$ cat src/hw/rtl/sct_pkg.sv
// ----------------------------------------------------------------------------
// sct_pkg: source code tokenizer package
// token kind codes, scan modes and character class helpers
// ----------------------------------------------------------------------------
package sct_pkg;

  localparam int unsigned KindW  = 6;
  localparam int unsigned LenW   = 16;
  localparam int unsigned ValueW = 64;
  localparam int unsigned StartW = 32;

  typedef enum logic [KindW-1:0] {
    TK_ILLEGAL = 6'd0, TK_EOF = 6'd1, TK_IDENT = 6'd2, TK_INTEGER = 6'd3,
    TK_STRING = 6'd4, TK_BOOL = 6'd5, TK_EQUAL = 6'd6, TK_ASSIGN = 6'd7,
    TK_AND = 6'd8, TK_OR = 6'd9, TK_INCREMENT = 6'd10, TK_PLUS_ASSIGN = 6'd11,
    TK_PLUS = 6'd12, TK_DECREMENT = 6'd13, TK_MINUS_ASSIGN = 6'd14,
    TK_MINUS = 6'd15, TK_NOT_EQUAL = 6'd16, TK_EXCLAMATION = 6'd17,
    TK_ASTERISK_ASSIGN = 6'd18, TK_ASTERISK = 6'd19, TK_SLASH_ASSIGN = 6'd20,
    TK_SLASH = 6'd21, TK_COMMA = 6'd22, TK_SEMICOLON = 6'd23,
    TK_COLON_ASSIGN = 6'd24, TK_COLON = 6'd25, TK_LESS_EQUAL = 6'd26,
    TK_LESS = 6'd27, TK_GREATER_EQUAL = 6'd28, TK_GREATER = 6'd29,
    TK_LPAREN = 6'd30, TK_RPAREN = 6'd31, TK_LBRACE = 6'd32, TK_RBRACE = 6'd33,
    TK_LET = 6'd34, TK_INT = 6'd35, TK_RETURN = 6'd36, TK_VOID = 6'd37,
    TK_FOR = 6'd38, TK_IF = 6'd39, TK_ELSE = 6'd40, TK_RANGE = 6'd41,
    TK_STR = 6'd42
  } token_kind_e;

  typedef enum logic [4:0] {
    MODE_IDLE   = 5'b00001,
    MODE_OP     = 5'b00010,
    MODE_IDENT  = 5'b00100,
    MODE_NUMBER = 5'b01000,
    MODE_STRING = 5'b10000
  } scan_mode_e;

  typedef struct packed {
    logic [KindW-1:0]  kind;
    logic [StartW-1:0] start;
    logic [LenW-1:0]   length;
    logic [ValueW-1:0] value;
  } token_t;

  function automatic logic is_letter(input logic [7:0] c);
    return (c >= 8'h61 && c <= 8'h7a) || (c >= 8'h41 && c <= 8'h5a);
  endfunction

  function automatic logic is_digit(input logic [7:0] c);
    return c >= 8'h30 && c <= 8'h39;
  endfunction

  function automatic logic is_space(input logic [7:0] c);
    return c == 8'h20 || c == 8'h09 || c == 8'h0d || c == 8'h0a;
  endfunction

  // operator that may take a second character; illegal for lone & and |
  function automatic logic is_lone_op(input logic [7:0] c);
    case (c)
      "=", "+", "-", "!", "*", "/", ":", "<", ">", "&", "|": return 1'b1;
      default: return 1'b0;
    endcase
  endfunction

  function automatic token_kind_e lone_kind(input logic [7:0] c);
    case (c)
      "=":     return TK_ASSIGN;
      "+":     return TK_PLUS;
      "-":     return TK_MINUS;
      "!":     return TK_EXCLAMATION;
      "*":     return TK_ASTERISK;
      "/":     return TK_SLASH;
      ":":     return TK_COLON;
      "<":     return TK_LESS;
      ">":     return TK_GREATER;
      default: return TK_ILLEGAL;
    endcase
  endfunction

  // pair match flag in bit 6, kind below
  function automatic logic [KindW:0] pair_kind(input logic [7:0] a,
                                               input logic [7:0] b);
    logic eq;
    eq = (b == "=");
    case (a)
      "=": return {eq, TK_EQUAL};
      "&": return {b == "&", TK_AND};
      "|": return {b == "|", TK_OR};
      "+": return (b == "+") ? {1'b1, TK_INCREMENT} : {eq, TK_PLUS_ASSIGN};
      "-": return (b == "-") ? {1'b1, TK_DECREMENT} : {eq, TK_MINUS_ASSIGN};
      "!": return {eq, TK_NOT_EQUAL};
      "*": return {eq, TK_ASTERISK_ASSIGN};
      "/": return {eq, TK_SLASH_ASSIGN};
      ":": return {eq, TK_COLON_ASSIGN};
      "<": return {eq, TK_LESS_EQUAL};
      ">": return {eq, TK_GREATER_EQUAL};
      default: return {1'b0, TK_ILLEGAL};
    endcase
  endfunction

  // single character tokens, match flag in bit 6
  function automatic logic [KindW:0] single_kind(input logic [7:0] c);
    case (c)
      ",":     return {1'b1, TK_COMMA};
      ";":     return {1'b1, TK_SEMICOLON};
      "(":     return {1'b1, TK_LPAREN};
      ")":     return {1'b1, TK_RPAREN};
      "{":     return {1'b1, TK_LBRACE};
      "}":     return {1'b1, TK_RBRACE};
      default: return {1'b0, TK_ILLEGAL};
    endcase
  endfunction

  // keyword lookup on first six characters, zero padded; kind in [5:0],
  // boolean value in bit 6
  function automatic logic [KindW:0] keyword_kind(input logic [47:0] w,
                                                  input logic [LenW-1:0] len);
    case ({len, w})
      {16'd3, 48'h6c6574000000}: return {1'b0, TK_LET};
      {16'd3, 48'h696e74000000}: return {1'b0, TK_INT};
      {16'd6, 48'h72657475726e}: return {1'b0, TK_RETURN};
      {16'd4, 48'h766f69640000}: return {1'b0, TK_VOID};
      {16'd3, 48'h666f72000000}: return {1'b0, TK_FOR};
      {16'd4, 48'h747275650000}: return {1'b1, TK_BOOL};
      {16'd5, 48'h66616c736500}: return {1'b0, TK_BOOL};
      {16'd2, 48'h696600000000}: return {1'b0, TK_IF};
      {16'd4, 48'h656c73650000}: return {1'b0, TK_ELSE};
      {16'd5, 48'h72616e676500}: return {1'b0, TK_RANGE};
      {16'd3, 48'h737472000000}: return {1'b0, TK_STR};
      default:                   return {1'b0, TK_IDENT};
    endcase
  endfunction

endpackage

$ cat src/hw/rtl/source_code_tokenizer.sv
// ----------------------------------------------------------------------------
// source_code_tokenizer: streaming lexer
// one character per word in, tokens out with start, length and value
// ----------------------------------------------------------------------------
// output: the first token from a character is registered and shown the cycle after the character is taken
// throughput: one character per cycle while tokens are taken; a character giving two tokens
//   holds the input while the second token waits in slot 1
// reset: asynchronous, clears scan state, position and output valids
module source_code_tokenizer
  import sct_pkg::*;
#(
  parameter int unsigned KEYWORD_CHARS = 6,
  parameter int unsigned OFFSET_BITS   = 32
) (
  input  logic                     clk_i,
  input  logic                     rst_ni,
  input  logic                     char_in_valid_i,
  output logic                     char_in_ready_o,
  input  logic [7:0]               char_in_i,
  output logic                     token_valid_o,
  input  logic                     token_ready_i,
  output logic [KindW-1:0]         token_kind_o,
  output logic [StartW-1:0]        token_start_o,
  output logic [LenW-1:0]          token_length_o,
  output logic signed [ValueW-1:0] token_value_o,
  output logic                     last_of_item_o
);

  localparam int unsigned KbW = 8 * KEYWORD_CHARS;
  localparam logic [LenW-1:0] LenMax = '1;

  // scan state
  scan_mode_e             mode_q, mode_d;
  logic [7:0]             pend_q, pend_d;
  logic [KbW-1:0]         kbuf_q, kbuf_d;    // char 0 in top byte
  logic [OFFSET_BITS-1:0] start_q, start_d;
  logic [LenW-1:0]        run_q, run_d;
  logic [ValueW-1:0]      acc_q, acc_d;
  logic [OFFSET_BITS-1:0] pos_q, pos_d;

  // output slots: slot 0 shown on the port, slot 1 queued second token
  logic   out0_vld_q, out1_vld_q;
  token_t out0_q, out1_q;
  logic   out0_last_q;

  logic   accept;
  logic   n_tok0, n_tok1;
  token_t tok0, tok1;
  logic   drain;

  // output fifo of two: take new word when slot 1 empty and slot 0 leaves
  // or is empty; a pair only when both slots free up
  assign drain = token_ready_i & out0_vld_q;
  assign char_in_ready_o = !out1_vld_q && (!out0_vld_q || token_ready_i);
  assign accept = char_in_valid_i & char_in_ready_o;

  function automatic logic [StartW-1:0] to_start(input logic [OFFSET_BITS-1:0] p);
    logic [63:0] w;
    w = 64'(p);
    return w[StartW-1:0];
  endfunction

  // keyword compare uses first six chars only; longer buffers never match
  function automatic logic [47:0] kw_window(input logic [KbW-1:0] b);
    return b[KbW-1 -: 48];
  endfunction

  always_comb begin
    logic       used;
    logic [6:0] pk;
    logic [6:0] sk;
    logic [6:0] kk;
    logic [7:0] c;
    logic [OFFSET_BITS-1:0] p;
    logic       tokx;
    token_t     t;
    c = char_in_i;
    p = pos_q;
    used = 1'b0;
    mode_d = mode_q; pend_d = pend_q; kbuf_d = kbuf_q; start_d = start_q;
    run_d = run_q; acc_d = acc_q; pos_d = pos_q;
    tokx = 1'b0;
    t = '0;
    n_tok0 = 1'b0; n_tok1 = 1'b0; tok0 = '0; tok1 = '0;
    pk = pair_kind(pend_q, c);
    kk = keyword_kind(kw_window(kbuf_q), run_q);
    sk = single_kind(c);

    unique case (mode_q)
      MODE_OP: begin
        tokx = 1'b1;
        t.start = to_start(start_q);
        if (pk[6]) begin
          t.kind = pk[5:0]; t.length = 16'd2; used = 1'b1;
        end else begin
          t.kind = lone_kind(pend_q); t.length = 16'd1;
          t.value = (lone_kind(pend_q) == TK_ILLEGAL) ? 64'(pend_q) : '0;
        end
        mode_d = MODE_IDLE;
      end
      MODE_IDENT: begin
        if (is_letter(c)) begin
          if (run_q < LenW'(KEYWORD_CHARS))
            kbuf_d[KbW-1-8*run_q[7:0] -: 8] = c;
          if (run_q != LenMax) run_d = run_q + 1'b1;
          used = 1'b1;
        end else begin
          tokx = 1'b1;
          t.kind = kk[5:0]; t.start = to_start(start_q); t.length = run_q;
          t.value = 64'(kk[6]);
          if (run_q > 16'd6) t = '{TK_IDENT, to_start(start_q), run_q, '0};
          mode_d = MODE_IDLE;
        end
      end
      MODE_NUMBER: begin
        if (is_digit(c)) begin
          acc_d = (acc_q << 3) + (acc_q << 1) + 64'(c - 8'h30);
          if (run_q != LenMax) run_d = run_q + 1'b1;
          used = 1'b1;
        end else begin
          tokx = 1'b1;
          t = '{TK_INTEGER, to_start(start_q), run_q, acc_q};
          mode_d = MODE_IDLE;
        end
      end
      MODE_STRING: begin
        if (c == 8'h22 || c == 8'h00) begin
          tokx = 1'b1;
          t = '{TK_STRING, to_start(start_q), run_q, '0};
          mode_d = MODE_IDLE;
          used = (c == 8'h22);
        end else begin
          if (run_q != LenMax) run_d = run_q + 1'b1;
          used = 1'b1;
        end
      end
      default: mode_d = MODE_IDLE;
    endcase

    n_tok0 = tokx; tok0 = t;

    if (!used) begin
      t = '0;
      tokx = 1'b0;
      if (c == 8'h00) begin
        tokx = 1'b1;
        t = '{TK_EOF, to_start(p), '0, '0};
      end else if (is_space(c)) begin
        tokx = 1'b0;
      end else if (is_lone_op(c)) begin
        mode_d = MODE_OP; pend_d = c; start_d = p;
      end else if (sk[6]) begin
        tokx = 1'b1; t = '{sk[5:0], to_start(p), 16'd1, '0};
      end else if (c == 8'h22) begin
        mode_d = MODE_STRING; start_d = p + 1'b1; run_d = '0;
      end else if (is_letter(c)) begin
        mode_d = MODE_IDENT;
        kbuf_d = '0; kbuf_d[KbW-1 -: 8] = c;
        run_d = 16'd1; start_d = p;
      end else if (is_digit(c)) begin
        mode_d = MODE_NUMBER; acc_d = 64'(c - 8'h30); run_d = 16'd1; start_d = p;
      end else begin
        tokx = 1'b1; t = '{TK_ILLEGAL, to_start(p), 16'd1, 64'(c)};
      end
      // second token goes behind the first
      if (tokx) begin
        if (n_tok0) begin
          n_tok1 = 1'b1; tok1 = t;
        end else begin
          n_tok0 = 1'b1; tok0 = t;
        end
      end
    end

    pos_d = p + 1'b1;
    // end of text: full scanner reset
    if (c == 8'h00) begin
      mode_d = MODE_IDLE; pend_d = '0; kbuf_d = '0; start_d = '0;
      run_d = '0; acc_d = '0; pos_d = '0;
    end
  end

  always_ff @(posedge clk_i or negedge rst_ni) begin
    if (!rst_ni) begin
      mode_q  <= MODE_IDLE;
      pend_q  <= '0;
      kbuf_q  <= '0;
      start_q <= '0;
      run_q   <= '0;
      acc_q   <= '0;
      pos_q   <= '0;
    end else if (accept) begin
      mode_q  <= mode_d;
      pend_q  <= pend_d;
      kbuf_q  <= kbuf_d;
      start_q <= start_d;
      run_q   <= run_d;
      acc_q   <= acc_d;
      pos_q   <= pos_d;
    end
  end

  // output slots
  always_ff @(posedge clk_i or negedge rst_ni) begin
    if (!rst_ni) begin
      out0_vld_q  <= 1'b0;
      out1_vld_q  <= 1'b0;
      out0_last_q <= 1'b0;
    end else begin
      if (accept && n_tok0) begin
        out0_vld_q  <= 1'b1;
        out0_last_q <= !n_tok1;
        out1_vld_q  <= n_tok1;
      end else if (out1_vld_q && drain) begin
        out0_vld_q  <= 1'b1;
        out0_last_q <= 1'b1;
        out1_vld_q  <= 1'b0;
      end else if (drain) begin
        out0_vld_q  <= 1'b0;
      end
    end
  end

  always_ff @(posedge clk_i) begin
    if (accept && n_tok0) begin
      out0_q <= tok0;
      out1_q <= tok1;
    end else if (out1_vld_q && drain) begin
      out0_q <= out1_q;
    end
  end

  assign token_valid_o  = out0_vld_q;
  assign token_kind_o   = out0_q.kind;
  assign token_start_o  = out0_q.start;
  assign token_length_o = out0_q.length;
  assign token_value_o  = out0_q.value;
  assign last_of_item_o = out0_last_q;

endmodule

$ cat config.mk
export PLATFORM = sky130hd
export DESIGN_NAME = source_code_tokenizer
export DESIGN_NICKNAME = d
export VERILOG_FILES = /design/src/hw/rtl/sct_pkg.sv /design/src/hw/rtl/source_code_tokenizer.sv
export SDC_FILE = /design/constraint.sdc
export NUM_CORES = 1
export LEC_CHECK = 0
export ABC_AREA = 1
export BUFFER_PORTS_ARGS = -buffer_cell sky130_fd_sc_hd__buf_2
export CAP_MARGIN = 20
export CORE_ASPECT_RATIO = 0.9
export CORE_UTILIZATION = 55
export DETAILED_ROUTE_END_ITERATION = 8
export PLACE_DENSITY = 0.75
export SLEW_MARGIN = 10
export SYNTH_ARGS = -nofsm -noshare
export SYNTH_HDL_FRONTEND = slang
export SYNTH_SLANG_ARGS = --single-unit
$ cat constraint.sdc
create_clock -name clk_i -period 4.5 [get_ports clk_i]
set_input_delay 0.45 -clock clk_i [delete_from_list [all_inputs] [get_ports clk_i]]
set_output_delay 0.45 -clock clk_i [all_outputs]
set_load 0.02 [all_outputs]
# --- Yosys cells after proc, flatten, opt, wreduce, memory -nomap -nowiden ---
# Index checks and enable logic that the tools add are counted.
totals:
  word_cells: 236
  mem_bits_ro: 0
  in_bits: 12
  latch_bits: 0
  ramBits: 0
  memories: 0
  out_inout_bits: 121
  regBits: 444
op_classes:
  addsub: 7
  n_bitwise: 4
  n_mux: 120
  shift: 2
  multipliers: 0
  n_lt_le_gt_ge: 8
  n_div: 0
  n_eq_ne: 52
  reduce_logical: 25
op_table:
  columns: ["op", "n"]
  rows:
  - ["$mux W118", 11]
  - ["$mux W64", 10]
  - ["$mux W48", 10]
  - ["$pmux W118 S4", 1]
  - ["$eq A64 B51 Y1 const B", 6]
  - ["$mux W112", 3]
  - ["$eq A64 B50 Y1 const B", 5]
  - ["$mux W32", 9]
  - ["$eq A8 B6 Y1 const B", 26]
  - ["$mux W16", 12]
  - ["$pmux W7 S11", 2]
  - ["$add A64 B64 Y64", 2]
  - ["$mux W115", 1]
  - ["$mux W114", 1]
  - ["$mux W5", 11]
  - ["$shift A8 B34 Y55 const A", 1]
  - ["$shiftx A8 B34 Y55", 1]
  - ["$bwmux W48", 1]
  - ["$mux W8", 6]
  - ["$pmux W16 S3", 1]
  - ["$pmux W5 S9", 1]
  - ["$pmux W7 S6", 1]
  - ["$neg A32 Y34", 1]
  - ["$add A32 B1 Y32 const B", 1]
  - ["other kinds (38)", 94]

# --- Logic depth before layout (Yosys ltp) ---
logic_depth:
  ltp_word: 15
  depth_mapped: 23
  depth_no_buf: 23

# --- Least setup slack after synthesis ---
# Ideal clock, no wire load.
synth_path:
  kind: "input to register"
  startpoint: "input port char_in_i[4]"
  endpoint: "register acc_q[62]"
  path_stages: 19
  t_required_ns: 4.383
  arrival_ns: 6.194
  path_slack_ns: -1.810
  path_buffers: 0
  setup_ns: 0.117
  cell_sequence: "ha_1 nor2_1 fa_1 ha_1 nand2_1 nor2_1 inv_1 nor3_1 nand3_1 inv_1 nand2_1 nand2_1 nand3_1 nand2_1 nand2_1 nand3_1 nand2_1 nand2_1 nand2_1"
synth_between:
  elab_chain_cells: 12
  word_cells_on_any_way: 63
  cone_classes: "2 x add/sub; 6 x order compare; 22 x eq/ne; 23 x mux; 10 x reduce/logical"
synth_lines:
  columns: ["element", "line", "text"]
  rows:
  - ["start, declared", "source_code_tokenizer.sv:19", "input logic [7:0] char_in_i,"]
  - ["$sub A8 B6 Y9 (tied with other cells)", "source_code_tokenizer.sv:117, source_code_tokenizer.sv:161", null]
  - ["$add A64 B64 Y64 / $logic_and A1 B1 Y1 (equally long branches)", "source_code_tokenizer.sv:117, sct_pkg.sv:48", null]
  - ["$mux W64", "source_code_tokenizer.sv:116", "if (is_digit(c)) begin"]
  - ["$mux W64", "source_code_tokenizer.sv:89", "unique case (mode_q)"]
  - ["$mux W64", "source_code_tokenizer.sv:160", "end else if (is_digit(c)) begin"]
  - ["$mux W64", "source_code_tokenizer.sv:156", "end else if (is_letter(c)) begin"]
  - ["$mux W64", "source_code_tokenizer.sv:154", "end else if (c == 8'h22) begin"]
  - ["$mux W64", "source_code_tokenizer.sv:152", "end else if (sk[6]) begin"]
  - ["$mux W64", "source_code_tokenizer.sv:150", "end else if (is_lone_op(c)) begin"]
  - ["$mux W64", "source_code_tokenizer.sv:148", "end else if (is_space(c)) begin"]
  - ["$mux W64", "source_code_tokenizer.sv:142", "if (!used) begin"]
  - ["$mux W64 *", "source_code_tokenizer.sv:177", "if (c == 8'h00) begin"]
  - ["end signal, assigned", "source_code_tokenizer.sv:190", "acc_q <= '0;"]
  - ["end signal, assigned", "source_code_tokenizer.sv:198", "acc_q <= acc_d;"]
  - ["end, declared", "source_code_tokenizer.sv:38", "logic [ValueW-1:0] acc_q, acc_d;"]
# Every way passes the cells marked *; elsewhere a longest branch is shown, timed or not. The select of a mux whose other input is x is not followed.
# A chain may end at the register's enable or synchronous reset.

# --- Final worst setup path ---
layout_path:
  startpoint: "input port char_in_i[5]"
  endpoint: "register acc_q[58]"
# The elaborated chain is that of the path after synthesis.

==> results_dict.tcl <==
set metrics [dict create \
    final_hold_viol_count 0 \
    final_max_slew_viol_count 0 \
    path_class "input port to flop" \
    clockRootBuffer "clkbuf_16" \
    cts_tree "yes" \
    synth-seq-cells 371 \
    synth.distinct_cells 56 \
    gp_congestion 1.09 \
    worstPathRequired_ps 4990 \
    fin_area_um2 31100 \
    grt_max_degree 100 \
    place.detailed.hpwl_mm 72.8 \
    worst_path_most_repeated_cell "nand2_1" \
    final-setup-viol-count 0 \
    layout.nets 4372 \
    clock-sinks 371 \
    wl_per_cell_um 19.6 \
    cts.path.max_buffers 3 \
    period_needed_ps 4180 \
    crit_chain "buf_2 > ha_1 > nor2_4 > buf_12 > buf_4 > fa_1 > ha_1 > nand2_1 > nor2_1 > inv_1 > nor4_1 > nand3_1 > nand2_1 > nand2_1 > nand3_1 > nand2_1 > nand2_1 > nand2_1" \
    rsz0062_at_grt "no" \
    relSlewSlack 0.261 \
    max_stage_delay_ps 900 \
    max_freq_ghz 0.239 \
    tightest_slew_ps 1100 \
    start_util 0.559 \
    synth_fp_nets 4265 \
    ys_warn_count 0 \
    area_growth_pct 10.2 \
    clkTransAtPathRegs_ps 60 \
    final_common_cell "nand2_1" \
    synth_area_leader_cell "dfrtp_1" \
    drc 0 \
    routed_via_density 5.81 \
    crit_path_top_delay_cell "nor4_1" \
    r2r_start "acc_q[6]" \
    drive_gt1_frac 0.0843 \
    synth_area_um2 28300 \
    numPortBuffers 132 \
    final_cell_mix "nand2_1 (1331), inv_1 (446), nor2_1 (425)" \
    dr.pass1.iters 6 \
    drtIter0Drc 3442 \
    grt_use_total 0.372 \
    grt-ovfl-total 0 \
    setup.worst_path.start "char_in_i[5]" \
    synth.area.top_cells "dfrtp_1 (18%), nand2_1 (18%), edfxtp_1 (17%)" \
    dpl-instance-area_um2 29700 \
    min_path_type "input port to flop" \
    fin_skew_ps 17.8 \
    cts_max_level 2 \
    r2r_cells 18 \
    drv_cap 0 \
    io_pins 133 \
    postRouteAntennaNets 0 \
    worstSetupStartpointType "input port" \
    p_leak_nw 14.8 \
    via_count 28700 \
    grt_pass1_wl_mm 151 \
    crit_fanout 28 \
    synth-seq-area-share 0.358 \
    routed_wl_mm 96.6 \
    status "finished clean" \
    syn_inst 4117 \
    cts_buffers 41 \
    die_h_um 217 \
    synth_area_per_cell_um2 6.86 \
    clk_latency_ps 600 \
    antenna_found_initial 3 \
    die_w_um 241 \
    fin_total_pwr_w 0.0207 \
    endpoint_kind "flop" \
    synth_top_cell_area_share 0.183 \
    grt_pass1_vias 26200 \
    finalCritPeriodShare 0.929 \
    die_area_um2 52300 \
    ir_drop_mv 0.435 \
    power_density_nw_per_um2 665 \
    hold_depth 3 \
    placeableCoreArea_um2 50600 \
    min-delay-start "char_in_i[6]" \
    worst-endpoint-arrival_ps 4670 \
    rows 78 \
]
[where the power goes]
group / internal, W / total (W) / switching (W)
Combinational: 0.00353 / 0.0115 / 0.00799
Clock: 0.00202 / 0.00354 / 0.00153
Sequential: 0.00466 / 0.00566 / 0.000998
[kinds of logic after synthesis]
kind of cell    count (synthesis)  share of synthesized area
xor+xnor                       40                     0.0124
buf+inv                       622                     0.0887
simple gates                 2413                      0.363
compound gates                535                      0.103
flops                         371                      0.358
fa+ha+maj                     136                     0.0762
[cell usage after synthesis, drive strengths merged]
| cell | number |
|---|---|
| inv | 478 |
| o22ai | 39 |
| a21oi | 148 |
| a211oi | 1 |
| nand2b | 1 |
| nor3 | 145 |
| or2 | 6 |
| and2 | 1 |
| xnor2 | 3 |
| o21bai | 11 |
| dfrtp | 207 |
| a31o | 1 |
| o21a | 6 |
| nand2 | 1344 |
| nand3 | 357 |
| buf | 63 |
| clkinv | 5 |
| a31oi | 5 |
| o21ai | 283 |
| clkbuf | 76 |
| o31ai | 1 |
| nand3b | 25 |
| nand4 | 64 |
| nor3b | 1 |
| a21boi | 1 |
| fa | 60 |
| and3 | 5 |
| nor4 | 21 |
| edfxtp | 163 |
| ha | 76 |
| nor2 | 443 |
| a21o | 3 |
| dfstp | 1 |
| o221ai | 1 |
| xor2 | 37 |
| o211ai | 34 |
| o2111ai | 1 |
[final timing paths]
kind / endpoint / slack (ps)
max: acc_q[58] / 320
min: pend_q[6] / 250
max reg2reg: acc_q[53] / 700
min reg2reg: start_q[23] / 480
max in group asynchronous: acc_q[1] / 2930
min in group asynchronous: acc_q[45] / 410
[state kept, by name, indices dropped and copies added, names as in the netlist]
name and cells:
run_q 16, token_valid_o 1, kbuf_q 48, out1_vld_q 1, token_kind_o 6, out1_q 45, token_value_o 64, pos_q 32
start_q 32, last_of_item_o 1, token_start_o 32, acc_q 64, token_length_o 16, mode_q 5, pend_q 8
[routing by layer]
layer / vias up / share of wire / global-route usage / wire (um)
li1: 13700 / - / - / -
met1: 13400 / 0.45 / 0.564 / 43800
met2: 1409 / 0.41 / 0.534 / 40000
met3: 146 / 0.11 / 0.0817 / 10600
met4: 2 / 0.023 / 0.0935 / 2180
met5: - / 0.00011 / 0 / 11
[layout make-up]
class | count | area, um2
multi-input combinational | 3124 | 15700
antenna | 2 | 5.00
clock inverter | 27 | 323
timing repair buffer | 203 | 1290
clock buffer | 49 | 1070
sequential | 371 | 10100
fill | 4821 | 19400
inverter | 483 | 1810
tap | 680 | 851
[worst max-delay path: cells and delay by family]
| family | cells | cell delay (ps) |
|---|---|---|
| fa+ha+maj | 3 | 1150 |
| buf+inv | 4 | 790 |
| simple gates | 11 | 2270 |
[stage by stage]
stage	hold slack [ps]	TNS [ps]	utilization	setup slack, ps	instances
after detailed placement	443	-62.8	0.588	-62.8	4860
final	247	0	0.616	320	4939
after global routing	264	0	0.616	243	4938
after CTS	212	0	0.616	559	4937
after floorplan	154	0	-	386	4117
after global placement	441	-135	0.588	-135	4860
[what timing repair did]
action | 4_1_cts | 5_1_grt
gates resized for setup | 0 | 0
buffers inserted | 0 | 0
hold buffers | 1 | 0
endpoints found under the hold margin | 62 | 0
Power figures use the tool's default switching activity.
